<file path="src/hsv_to_rgb_converter_macros.svh">
`ifndef HSV_TO_RGB_CONVERTER_MACROS_SVH
`define HSV_TO_RGB_CONVERTER_MACROS_SVH

// same-cycle implication
`define HSV_ASSERT(label, clk, rst, ante, cons) \
  label: assert property (@(posedge clk) disable iff (rst) (ante) |-> (cons)) \
    else $error("hsv_to_rgb_converter: assertion failed");

// next-cycle implication
`define HSV_ASSERT_NEXT(label, clk, rst, ante, cons) \
  label: assert property (@(posedge clk) disable iff (rst) (ante) |=> (cons)) \
    else $error("hsv_to_rgb_converter: assertion failed");

`endif

</file>
<file path="src/hsv2rgb_pkg.sv">
`default_nettype none

package hsv2rgb_pkg;

  localparam int COLOR_BITS_DEF    = 8;
  localparam int HUE_FRAC_BITS_DEF = 4;

  // 60-degree hue sectors, hexcone order
  typedef enum logic [2:0] {
    SEC_RY = 3'd0,
    SEC_YG = 3'd1,
    SEC_GC = 3'd2,
    SEC_CB = 3'd3,
    SEC_BM = 3'd4,
    SEC_MR = 3'd5
  } sector_t;

endpackage

`default_nettype wire

</file>
<file path="src/hsv_to_rgb_converter.sv">
// HSV to RGB converter, six-sector hexcone rule, exact fixed point.
// Throughput: one transaction per cycle while the output is not stalled; each
// of the 9 stages moves on its own when the stage after it is empty or moving,
// so bubbles are squeezed out.
// Reset (rst, synchronous): clears all stage valid bits; data registers keep.
`default_nettype none
`include "hsv_to_rgb_converter_macros.svh"

module hsv_to_rgb_converter #(
  parameter int COLOR_BITS    = hsv2rgb_pkg::COLOR_BITS_DEF,
  parameter int HUE_FRAC_BITS = hsv2rgb_pkg::HUE_FRAC_BITS_DEF,
  localparam int HUE_W = 9 + HUE_FRAC_BITS,
  localparam int IN_W  = ((HUE_W + 2 * COLOR_BITS + 7) / 8) * 8,
  localparam int OUT_W = ((3 * COLOR_BITS + 7) / 8) * 8
) (
  input  wire logic             clk,
  input  wire logic             rst,
  input  wire logic             s_axis_tvalid,
  output logic                  s_axis_tready,
  input  wire logic [IN_W-1:0]  s_axis_tdata,  // hue, saturation, brightness
  output logic                  m_axis_tvalid,
  input  wire logic             m_axis_tready,
  output logic [OUT_W-1:0]      m_axis_tdata   // red, green, blue
);

  import hsv2rgb_pkg::*;

  localparam int CB     = COLOR_BITS;
  localparam int NS     = 9;
  localparam int SECT   = 60 * (2 ** HUE_FRAC_BITS);
  localparam int CIRCLE = 6 * SECT;
  localparam int HALF_W = HUE_FRAC_BITS + 7;
  localparam int WGT_W  = HUE_FRAC_BITS + 6;
  localparam int CHR_W  = 2 * CB;
  localparam int PROD_W = CHR_W + WGT_W;
  localparam int XW     = PROD_W - (HUE_FRAC_BITS + 2);
  // divide by 15: x = xh*2^L + xl, 2^L = 15*K + 1
  localparam int SUB_DIV = 15;
  localparam int L      = 4 * ((XW + 7) / 8);
  localparam int XH_W   = XW - L;
  localparam int K_W    = L - 3;
  localparam int YW     = L + 1;
  localparam int RK     = YW + 4;
  localparam int M_W    = RK - 3;
  localparam int QW     = L - 2;
  localparam int YX     = YW + 4;

  localparam logic [HUE_W-1:0]  CIRCLE_C = HUE_W'(CIRCLE);
  localparam logic [HUE_W-1:0]  TH1      = HUE_W'(SECT);
  localparam logic [HUE_W-1:0]  TH2      = HUE_W'(2 * SECT);
  localparam logic [HUE_W-1:0]  TH3      = HUE_W'(3 * SECT);
  localparam logic [HUE_W-1:0]  TH4      = HUE_W'(4 * SECT);
  localparam logic [HUE_W-1:0]  TH5      = HUE_W'(5 * SECT);
  localparam logic [HALF_W-1:0] SECT_H   = HALF_W'(SECT);
  localparam logic [HALF_W-1:0] TWO_S_H  = HALF_W'(2 * SECT);
  localparam logic [K_W-1:0]    K        = K_W'((2 ** L - 1) / SUB_DIV);
  localparam logic [M_W-1:0]    M        = M_W'((2 ** RK + SUB_DIV - 1) / SUB_DIV);

  // floor(s / (2^CB - 1)), exact for s <= (2^CB - 1)^2
  function automatic logic [CB-1:0] div_maxc(input logic [CHR_W-1:0] s);
    logic [CHR_W:0] t;
    t = {1'b0, s} + (CHR_W + 1)'(s >> CB) + (CHR_W + 1)'(1);
    return t[CHR_W-1:CB];
  endfunction

  logic [NS:1] vld;
  logic [NS:1] adv;

  always_comb begin
    adv[NS] = !vld[NS] || m_axis_tready;
    for (int i = NS - 1; i >= 1; i--) begin
      adv[i] = !vld[i] || adv[i+1];
    end
  end

  assign s_axis_tready = adv[1];
  assign m_axis_tvalid = vld[NS];

  always_ff @(posedge clk) begin
    if (rst) begin
      vld <= '0;
    end else begin
      if (adv[1]) begin
        vld[1] <= s_axis_tvalid;
      end
      for (int i = 2; i <= NS; i++) begin
        if (adv[i]) begin
          vld[i] <= vld[i-1];
        end
      end
    end
  end

  // stage 1: hue wrap, chroma
  logic [HUE_W-1:0] hue_in;
  logic [CB-1:0]    sat_in;
  logic [CB-1:0]    bri_in;
  logic [CHR_W-1:0] chroma_c;

  assign hue_in   = s_axis_tdata[HUE_W-1:0];
  assign sat_in   = s_axis_tdata[HUE_W +: CB];
  assign bri_in   = s_axis_tdata[HUE_W + CB +: CB];
  assign chroma_c = CHR_W'(sat_in) * CHR_W'(bri_in);

  logic [HUE_W-1:0] hue1;
  logic [CB-1:0]    val1;
  logic [CHR_W-1:0] chroma1;

  // stage 2: sector, position in double sector, offset
  sector_t          sec_c;
  logic [HUE_W-1:0] base_c;
  logic [HUE_W-1:0] half_c;
  logic [CHR_W-1:0] offset_c;

  always_comb begin
    priority if (hue1 >= TH5) begin
      sec_c = SEC_MR;
    end else if (hue1 >= TH4) begin
      sec_c = SEC_BM;
    end else if (hue1 >= TH3) begin
      sec_c = SEC_CB;
    end else if (hue1 >= TH2) begin
      sec_c = SEC_GC;
    end else if (hue1 >= TH1) begin
      sec_c = SEC_YG;
    end else begin
      sec_c = SEC_RY;
    end
    unique case (sec_c)
      SEC_RY, SEC_YG: begin
        base_c = '0;
      end
      SEC_GC, SEC_CB: begin
        base_c = TH2;
      end
      default: begin
        base_c = TH4;
      end
    endcase
  end

  assign half_c   = hue1 - base_c;
  assign offset_c = {val1, {CB{1'b0}}} - CHR_W'(val1) - chroma1;

  sector_t           sector2;
  logic [HALF_W-1:0] half2;
  logic [CHR_W-1:0]  chroma2;
  logic [CHR_W-1:0]  offset2;

  // stage 3: weight = SECT - |half - SECT|
  logic [HALF_W-1:0] weight_c;
  assign weight_c = (half2 < SECT_H) ? half2 : (TWO_S_H - half2);

  sector_t          sector3;
  logic [WGT_W-1:0] weight3;
  logic [CHR_W-1:0] chroma3;
  logic [CHR_W-1:0] offset3;

  // stage 4: chroma * weight, power-of-two factor of SECT (HUE_FRAC_BITS + 2 low bits) dropped
  logic [PROD_W-1:0] prod_c;
  assign prod_c = PROD_W'(chroma3) * PROD_W'(weight3);

  sector_t          sector4;
  logic [XW-1:0]    x4;
  logic [CHR_W-1:0] chroma4;
  logic [CHR_W-1:0] offset4;

  // stage 5: fold for the divide by 15
  logic [XH_W-1:0]     xh_c;
  logic [L-1:0]        xl_c;
  logic [K_W+XH_W-1:0] kx_c;
  logic [YW-1:0]       y_c;

  assign xh_c = x4[XW-1:L];
  assign xl_c = x4[L-1:0];
  assign kx_c = (K_W + XH_W)'(K) * (K_W + XH_W)'(xh_c);
  assign y_c  = YW'(xh_c) + YW'(xl_c);

  sector_t          sector5;
  logic [CHR_W-1:0] kx5;
  logic [YW-1:0]    y5;
  logic [CHR_W-1:0] chroma5;
  logic [CHR_W-1:0] offset5;

  // stage 6: small quotient by reciprocal
  logic [YW+M_W-1:0] ym_c;
  assign ym_c = (YW + M_W)'(y5) * (YW + M_W)'(M);

  sector_t          sector6;
  logic [CHR_W-1:0] kx6;
  logic [QW-1:0]    qy6;
  logic [YW-1:0]    y6;
  logic [CHR_W-1:0] chroma6;
  logic [CHR_W-1:0] offset6;

  // stage 7: secondary term
  logic [CHR_W-1:0] second_c;
  assign second_c = kx6 + CHR_W'(qy6);

  sector_t          sector7;
  logic [CHR_W-1:0] second7;
  logic [CHR_W-1:0] chroma7;
  logic [CHR_W-1:0] offset7;

  // stage 8: rotate primes, add offset
  logic [CHR_W-1:0] rp_c;
  logic [CHR_W-1:0] gp_c;
  logic [CHR_W-1:0] bp_c;

  always_comb begin
    rp_c = '0;
    gp_c = '0;
    bp_c = '0;
    unique case (sector7)
      SEC_RY: begin
        rp_c = chroma7;
        gp_c = second7;
      end
      SEC_YG: begin
        rp_c = second7;
        gp_c = chroma7;
      end
      SEC_GC: begin
        gp_c = chroma7;
        bp_c = second7;
      end
      SEC_CB: begin
        gp_c = second7;
        bp_c = chroma7;
      end
      SEC_BM: begin
        rp_c = second7;
        bp_c = chroma7;
      end
      default: begin
        rp_c = chroma7;
        bp_c = second7;
      end
    endcase
  end

  logic [CHR_W-1:0] sum_r8;
  logic [CHR_W-1:0] sum_g8;
  logic [CHR_W-1:0] sum_b8;

  // stage 9: scale back to channel range
  logic [CB-1:0] red9;
  logic [CB-1:0] green9;
  logic [CB-1:0] blue9;

  always_ff @(posedge clk) begin
    if (adv[1]) begin
      hue1    <= (hue_in >= CIRCLE_C) ? (hue_in - CIRCLE_C) : hue_in;
      val1    <= bri_in;
      chroma1 <= chroma_c;
    end
    if (adv[2]) begin
      sector2 <= sec_c;
      half2   <= half_c[HALF_W-1:0];
      chroma2 <= chroma1;
      offset2 <= offset_c;
    end
    if (adv[3]) begin
      sector3 <= sector2;
      weight3 <= weight_c[WGT_W-1:0];
      chroma3 <= chroma2;
      offset3 <= offset2;
    end
    if (adv[4]) begin
      sector4 <= sector3;
      x4      <= prod_c[PROD_W-1:HUE_FRAC_BITS+2];
      chroma4 <= chroma3;
      offset4 <= offset3;
    end
    if (adv[5]) begin
      sector5 <= sector4;
      kx5     <= kx_c[CHR_W-1:0];
      y5      <= y_c;
      chroma5 <= chroma4;
      offset5 <= offset4;
    end
    if (adv[6]) begin
      sector6 <= sector5;
      kx6     <= kx5;
      qy6     <= ym_c[YW+M_W-1:RK];
      y6      <= y5;
      chroma6 <= chroma5;
      offset6 <= offset5;
    end
    if (adv[7]) begin
      sector7 <= sector6;
      second7 <= second_c;
      chroma7 <= chroma6;
      offset7 <= offset6;
    end
    if (adv[8]) begin
      sum_r8 <= rp_c + offset7;
      sum_g8 <= gp_c + offset7;
      sum_b8 <= bp_c + offset7;
    end
    if (adv[9]) begin
      red9   <= div_maxc(sum_r8);
      green9 <= div_maxc(sum_g8);
      blue9  <= div_maxc(sum_b8);
    end
  end

  assign m_axis_tdata = OUT_W'({blue9, green9, red9});

  logic [YX-1:0] q15_6;
  assign q15_6 = YX'(qy6) * YX'(SUB_DIV);

  `HSV_ASSERT(a_full_blocks_input, clk, rst, (&vld) && !m_axis_tready, !s_axis_tready)
  `HSV_ASSERT(a_div15_remainder, clk, rst, vld[6], (q15_6 <= YX'(y6)) && (YX'(y6) < q15_6 + YX'(SUB_DIV)))
  `HSV_ASSERT(a_second_le_chroma, clk, rst, vld[7], second7 <= chroma7)
  `HSV_ASSERT_NEXT(a_reset_empty, clk, 1'b0, rst, !m_axis_tvalid && s_axis_tready)

endmodule

`default_nettype wire

</file>
<file path="config.mk">
export PLATFORM = sky130hd
export DESIGN_NAME = hsv_to_rgb_converter
export DESIGN_NICKNAME = d
export VERILOG_FILES = /design/src/hsv2rgb_pkg.sv /design/src/hsv_to_rgb_converter.sv
export VERILOG_INCLUDE_DIRS = /design/src /design/src/src
export SDC_FILE = /design/constraint.sdc
export NUM_CORES = 1
export LEC_CHECK = 0
export BUFFER_PORTS_ARGS = -buffer_cell sky130_fd_sc_hd__buf_4
export CORE_ASPECT_RATIO = 0.7
export CORE_MARGIN = 5
export CORE_UTILIZATION = 45
export DETAILED_ROUTE_END_ITERATION = 10
export PLACE_DENSITY = 0.59
export SYNTH_ARGS = -nofsm -noshare
export SYNTH_HDL_FRONTEND = slang
export SYNTH_SLANG_ARGS = --single-unit
</file>
<file path="constraint.sdc">
create_clock -name clk -period 14.55 [get_ports clk]
set_clock_uncertainty 0.05 [all_clocks]
set_input_delay 2.91 -clock clk [delete_from_list [all_inputs] [get_ports clk]]
set_output_delay 2.91 -clock clk [all_outputs]
set_load 0.01 [all_outputs]
</file>
==> flow_summary.toml <==
[grt]
grt_max_degree = 85
track_usage_pct = 16.50
grt_overflow = 0
grt_pass1_wl_mm = 93.52
antenna_found_initial = 0
grt_pass1_vias = 17569

[detailed_routing]
viasPerCell = 5.209
wl_per_cell_um = 16.90
antenna_left = 0
wl_mm = 56.48
drc_errors = 0
drt-initial-drc-count = 1355
vias = 17403
drt_pass1_iterations = 5

[placed_design]
gp_congestion = 0.8971
port_buffers = 58
place_hpwl_mm = 43.00

[floorplanning]
std_cell_rows = 77
start_util_pct = 45.44
io_pins = 62
core-area_um2 = 63100
dieArea_um2 = 68960
die_x_um = 311.7
fp.dieH_um = 221.2

[clocking]
cts_tree = "yes"
clock-sinks = 440
cts_setup_buffers = 0
cts_resized = 0
htree_levels = 2
clockBufferDepth = 3
cts_inserted_buffers = 44
cts-hold-fix-buffers = 0
clk_latency_ns = 0.58
cts_root_buf = "clkbuf_16"
clkTransAtPathRegs_ns = 0.07

[logic_synthesis]
netlist.area_leader.share_pct = 45.13
synth_top_area_cell = "edfxtp_1"
ys_types = 71
yosysWarnings = 0
synthTopCellsByArea = "edfxtp_1, ha_1, fa_1"
synthArstFlopShare_pct = 0
postSynthAreaPerCell_um2 = 11.85
synth-main-ff-cell = "edfxtp_1"
synth_edf_count = 431
synthesis.nets = 2933
synth_area_um2 = 28680
netlist_instances = 2421
ys_seq_area_share_pct = 45.76
synth-seq-cells = 440

[status]
status = "finished clean"

[worst_setup_path]
ff2ff_path_depth = 19
path_delay_family = "simple AND/OR/NAND/NOR gates"
startpoint_type = "input port"
worst_path_most_repeated_cell = "buf_4"
path_max_fanout = 39
cp.required_ns = 11.59
critPathBufInv = 3
timing.rr.start = "weight3[3]"
slowest_stage = "or2_2"
rrSetupSlack_ns = 8.54
worstPathCellList = "buf_4, nor2b_1, and3_1, and3_1, nand4_1, buf_4, or2_2, buf_4"
end_kind = "primary output"
critPathArrivalTime_ns = 5.28
r2r-end = "x4[16]"
cpPeakStageDelay_ns = 0.62
crit_type = "input port to primary output"

[sta]
worst_pin_slew_ns = 1.081
post-route-period-util_pct = 56.65
tns_ns = 0
max_clock_freq_mhz = 121.3
report.final.slew_viol_count = 0
setup_viol_count_final = 0
finalHoldViolCount = 0
post-route-min-period_ns = 8.243
rsz0062_at_grt = "no"
max_slew_margin_pct = 27.66

[worst_hold_path]
min-delay-start = "chroma5[3]"
hold_end = "chroma6[3]"
min_path_type = "flip-flop to flip-flop"
hold_depth = 0

[cells_and_area]
n_antenna_cell = 0
regMostFlops = "x4"
largest_reg_flops = 20
fillers = 5573
synthToLayoutAreaGrowth_pct = 9.363
drive_above_1_share_pct = 6.011
nNetsFinal = 2995

[flow_run]
cap_viol_max_count = 0
-- cell usage in the layout, fill, tap and decap left out, types with 44 or more instances in the layout --
| cell | count |
|---|---|
| buf_4 | 70 |
| nor2_1 | 90 |
| fa_1 | 173 |
| inv_1 | 297 |
| clkbuf_16 | 45 |
| xor2_1 | 44 |
| xnor2_1 | 121 |
| edfxtp_1 | 431 |
| a21oi_1 | 135 |
| ha_1 | 303 |
| and2_1 | 112 |
| nand2_1 | 238 |
-- per-stage QoR --
step                      hold WS [ns]  utilization, %  std cells  cell area (um2)  setup slack, ns
final                           0.3457           49.70       3341            31360            6.307
after global routing            0.3624           49.70       3341            31360            6.032
after CTS                       0.3462           49.70       3341            31360            6.253
after detailed placement        0.3545           47.62       3266            30050            6.267
after global placement          0.3508           47.62       3266            30050            6.310
after floorplan                 0.3503               -       2421            28680            5.316
-- kinds of logic after synthesis --
logic type               synth area share, %
buffers and inverters                  4.638
XOR/XNOR                               5.039
adder cells (fa/ha/maj)                25.33
AO/OA/AOI/OAI                          8.857
flip-flops                             45.76
AND/OR/NAND/NOR                        9.738
multiplexers                          0.6370
-- per-layer routing --
layer | vias up | track usage, % | part of all wire [%]
met2 | 352 | 25.31 | 43
met4 | 0 | 3.581 | 1.7
met3 | 83 | 2.319 | 4.3
met1 | 8400 | 25.18 | 50
met5 | - | 0 | 0
li1 | 8568 | - | -
-- worst max path at each step --
stage | cells past startpoint | endpoint | from
2_1_floorplan | 6 | s_axis_tready | m_axis_tready
3_3_place_gp | 8 | s_axis_tready | m_axis_tready
3_5_place_dp | 8 | s_axis_tready | m_axis_tready
4_1_cts | 8 | s_axis_tready | m_axis_tready
5_1_grt | 8 | s_axis_tready | m_axis_tready
6_report | 8 | s_axis_tready | m_axis_tready
-- worst reg2reg max path, stage by stage (launching register included) --
cell      delay [ns]
edfxtp_1        0.82
nand2_1         0.18
fa_1            0.56
inv_1           0.05
fa_1            0.49
inv_1           0.05
fa_1            0.47
inv_1           0.05
fa_1            0.53
inv_1           0.05
fa_1            0.52
inv_1           0.04
ha_1            0.37
a21o_1          0.14
a21oi_1         0.06
o21a_1          0.19
o31a_1          0.12
o41a_1          0.50
or4b_1          0.49
o211ai_1        0.11
-- layout make-up --
| type | count | area (um2) | area share, % |
|---|---|---|---|
| multi-input combinational | 1627 | 14240 | 45.40 |
| tap | 829 | 1037 | 3.307 |
| clock buffer | 54 | 1170 | 3.730 |
| clock inverter | 21 | 143.9 | 0.4588 |
| timing repair buffer | 70 | 525.5 | 1.676 |
| sequential | 440 | 13120 | 41.84 |
| inverter | 300 | 1126 | 3.591 |
-- cells in the mapped netlist (3+ instances only) --
| cell type | number |
|---|---|
| and3_1 | 11 |
| nand3b_1 | 3 |
| nand2b_1 | 13 |
| o2111ai_1 | 6 |
| nand4b_1 | 3 |
| nand2_1 | 241 |
| o21ai_1 | 22 |
| nor4_1 | 5 |
| a41oi_1 | 4 |
| a21boi_0 | 16 |
| and4_1 | 6 |
| a31o_1 | 3 |
| o21a_1 | 24 |
| o211ai_1 | 9 |
| nand3_1 | 34 |
| a21o_1 | 33 |
| buf_1 | 3 |
| o41ai_1 | 3 |
| o41a_1 | 3 |
| or2_2 | 3 |
| mux2i_1 | 16 |
| a21oi_1 | 135 |
| or3_1 | 7 |
| xor2_1 | 44 |
| a31o_2 | 4 |
| o221ai_1 | 16 |
| o21bai_1 | 11 |
| dfxtp_1 | 9 |
| nor3_1 | 15 |
| nand4_1 | 12 |
| a31oi_1 | 10 |
| inv_1 | 298 |
| nor2_1 | 90 |
| a21boi_1 | 7 |
| a211oi_1 | 9 |
| clkbuf_1 | 50 |
| and2_1 | 112 |
| xnor2_1 | 121 |
| o21ai_0 | 28 |
| fa_1 | 173 |
| nor2b_1 | 19 |
| ha_1 | 303 |
| edfxtp_1 | 431 |
| a221oi_1 | 21 |
Power is left out: the tool's default activity adds up to more than one toggle a clock period on the data nets, which glitch-free logic cannot reach.
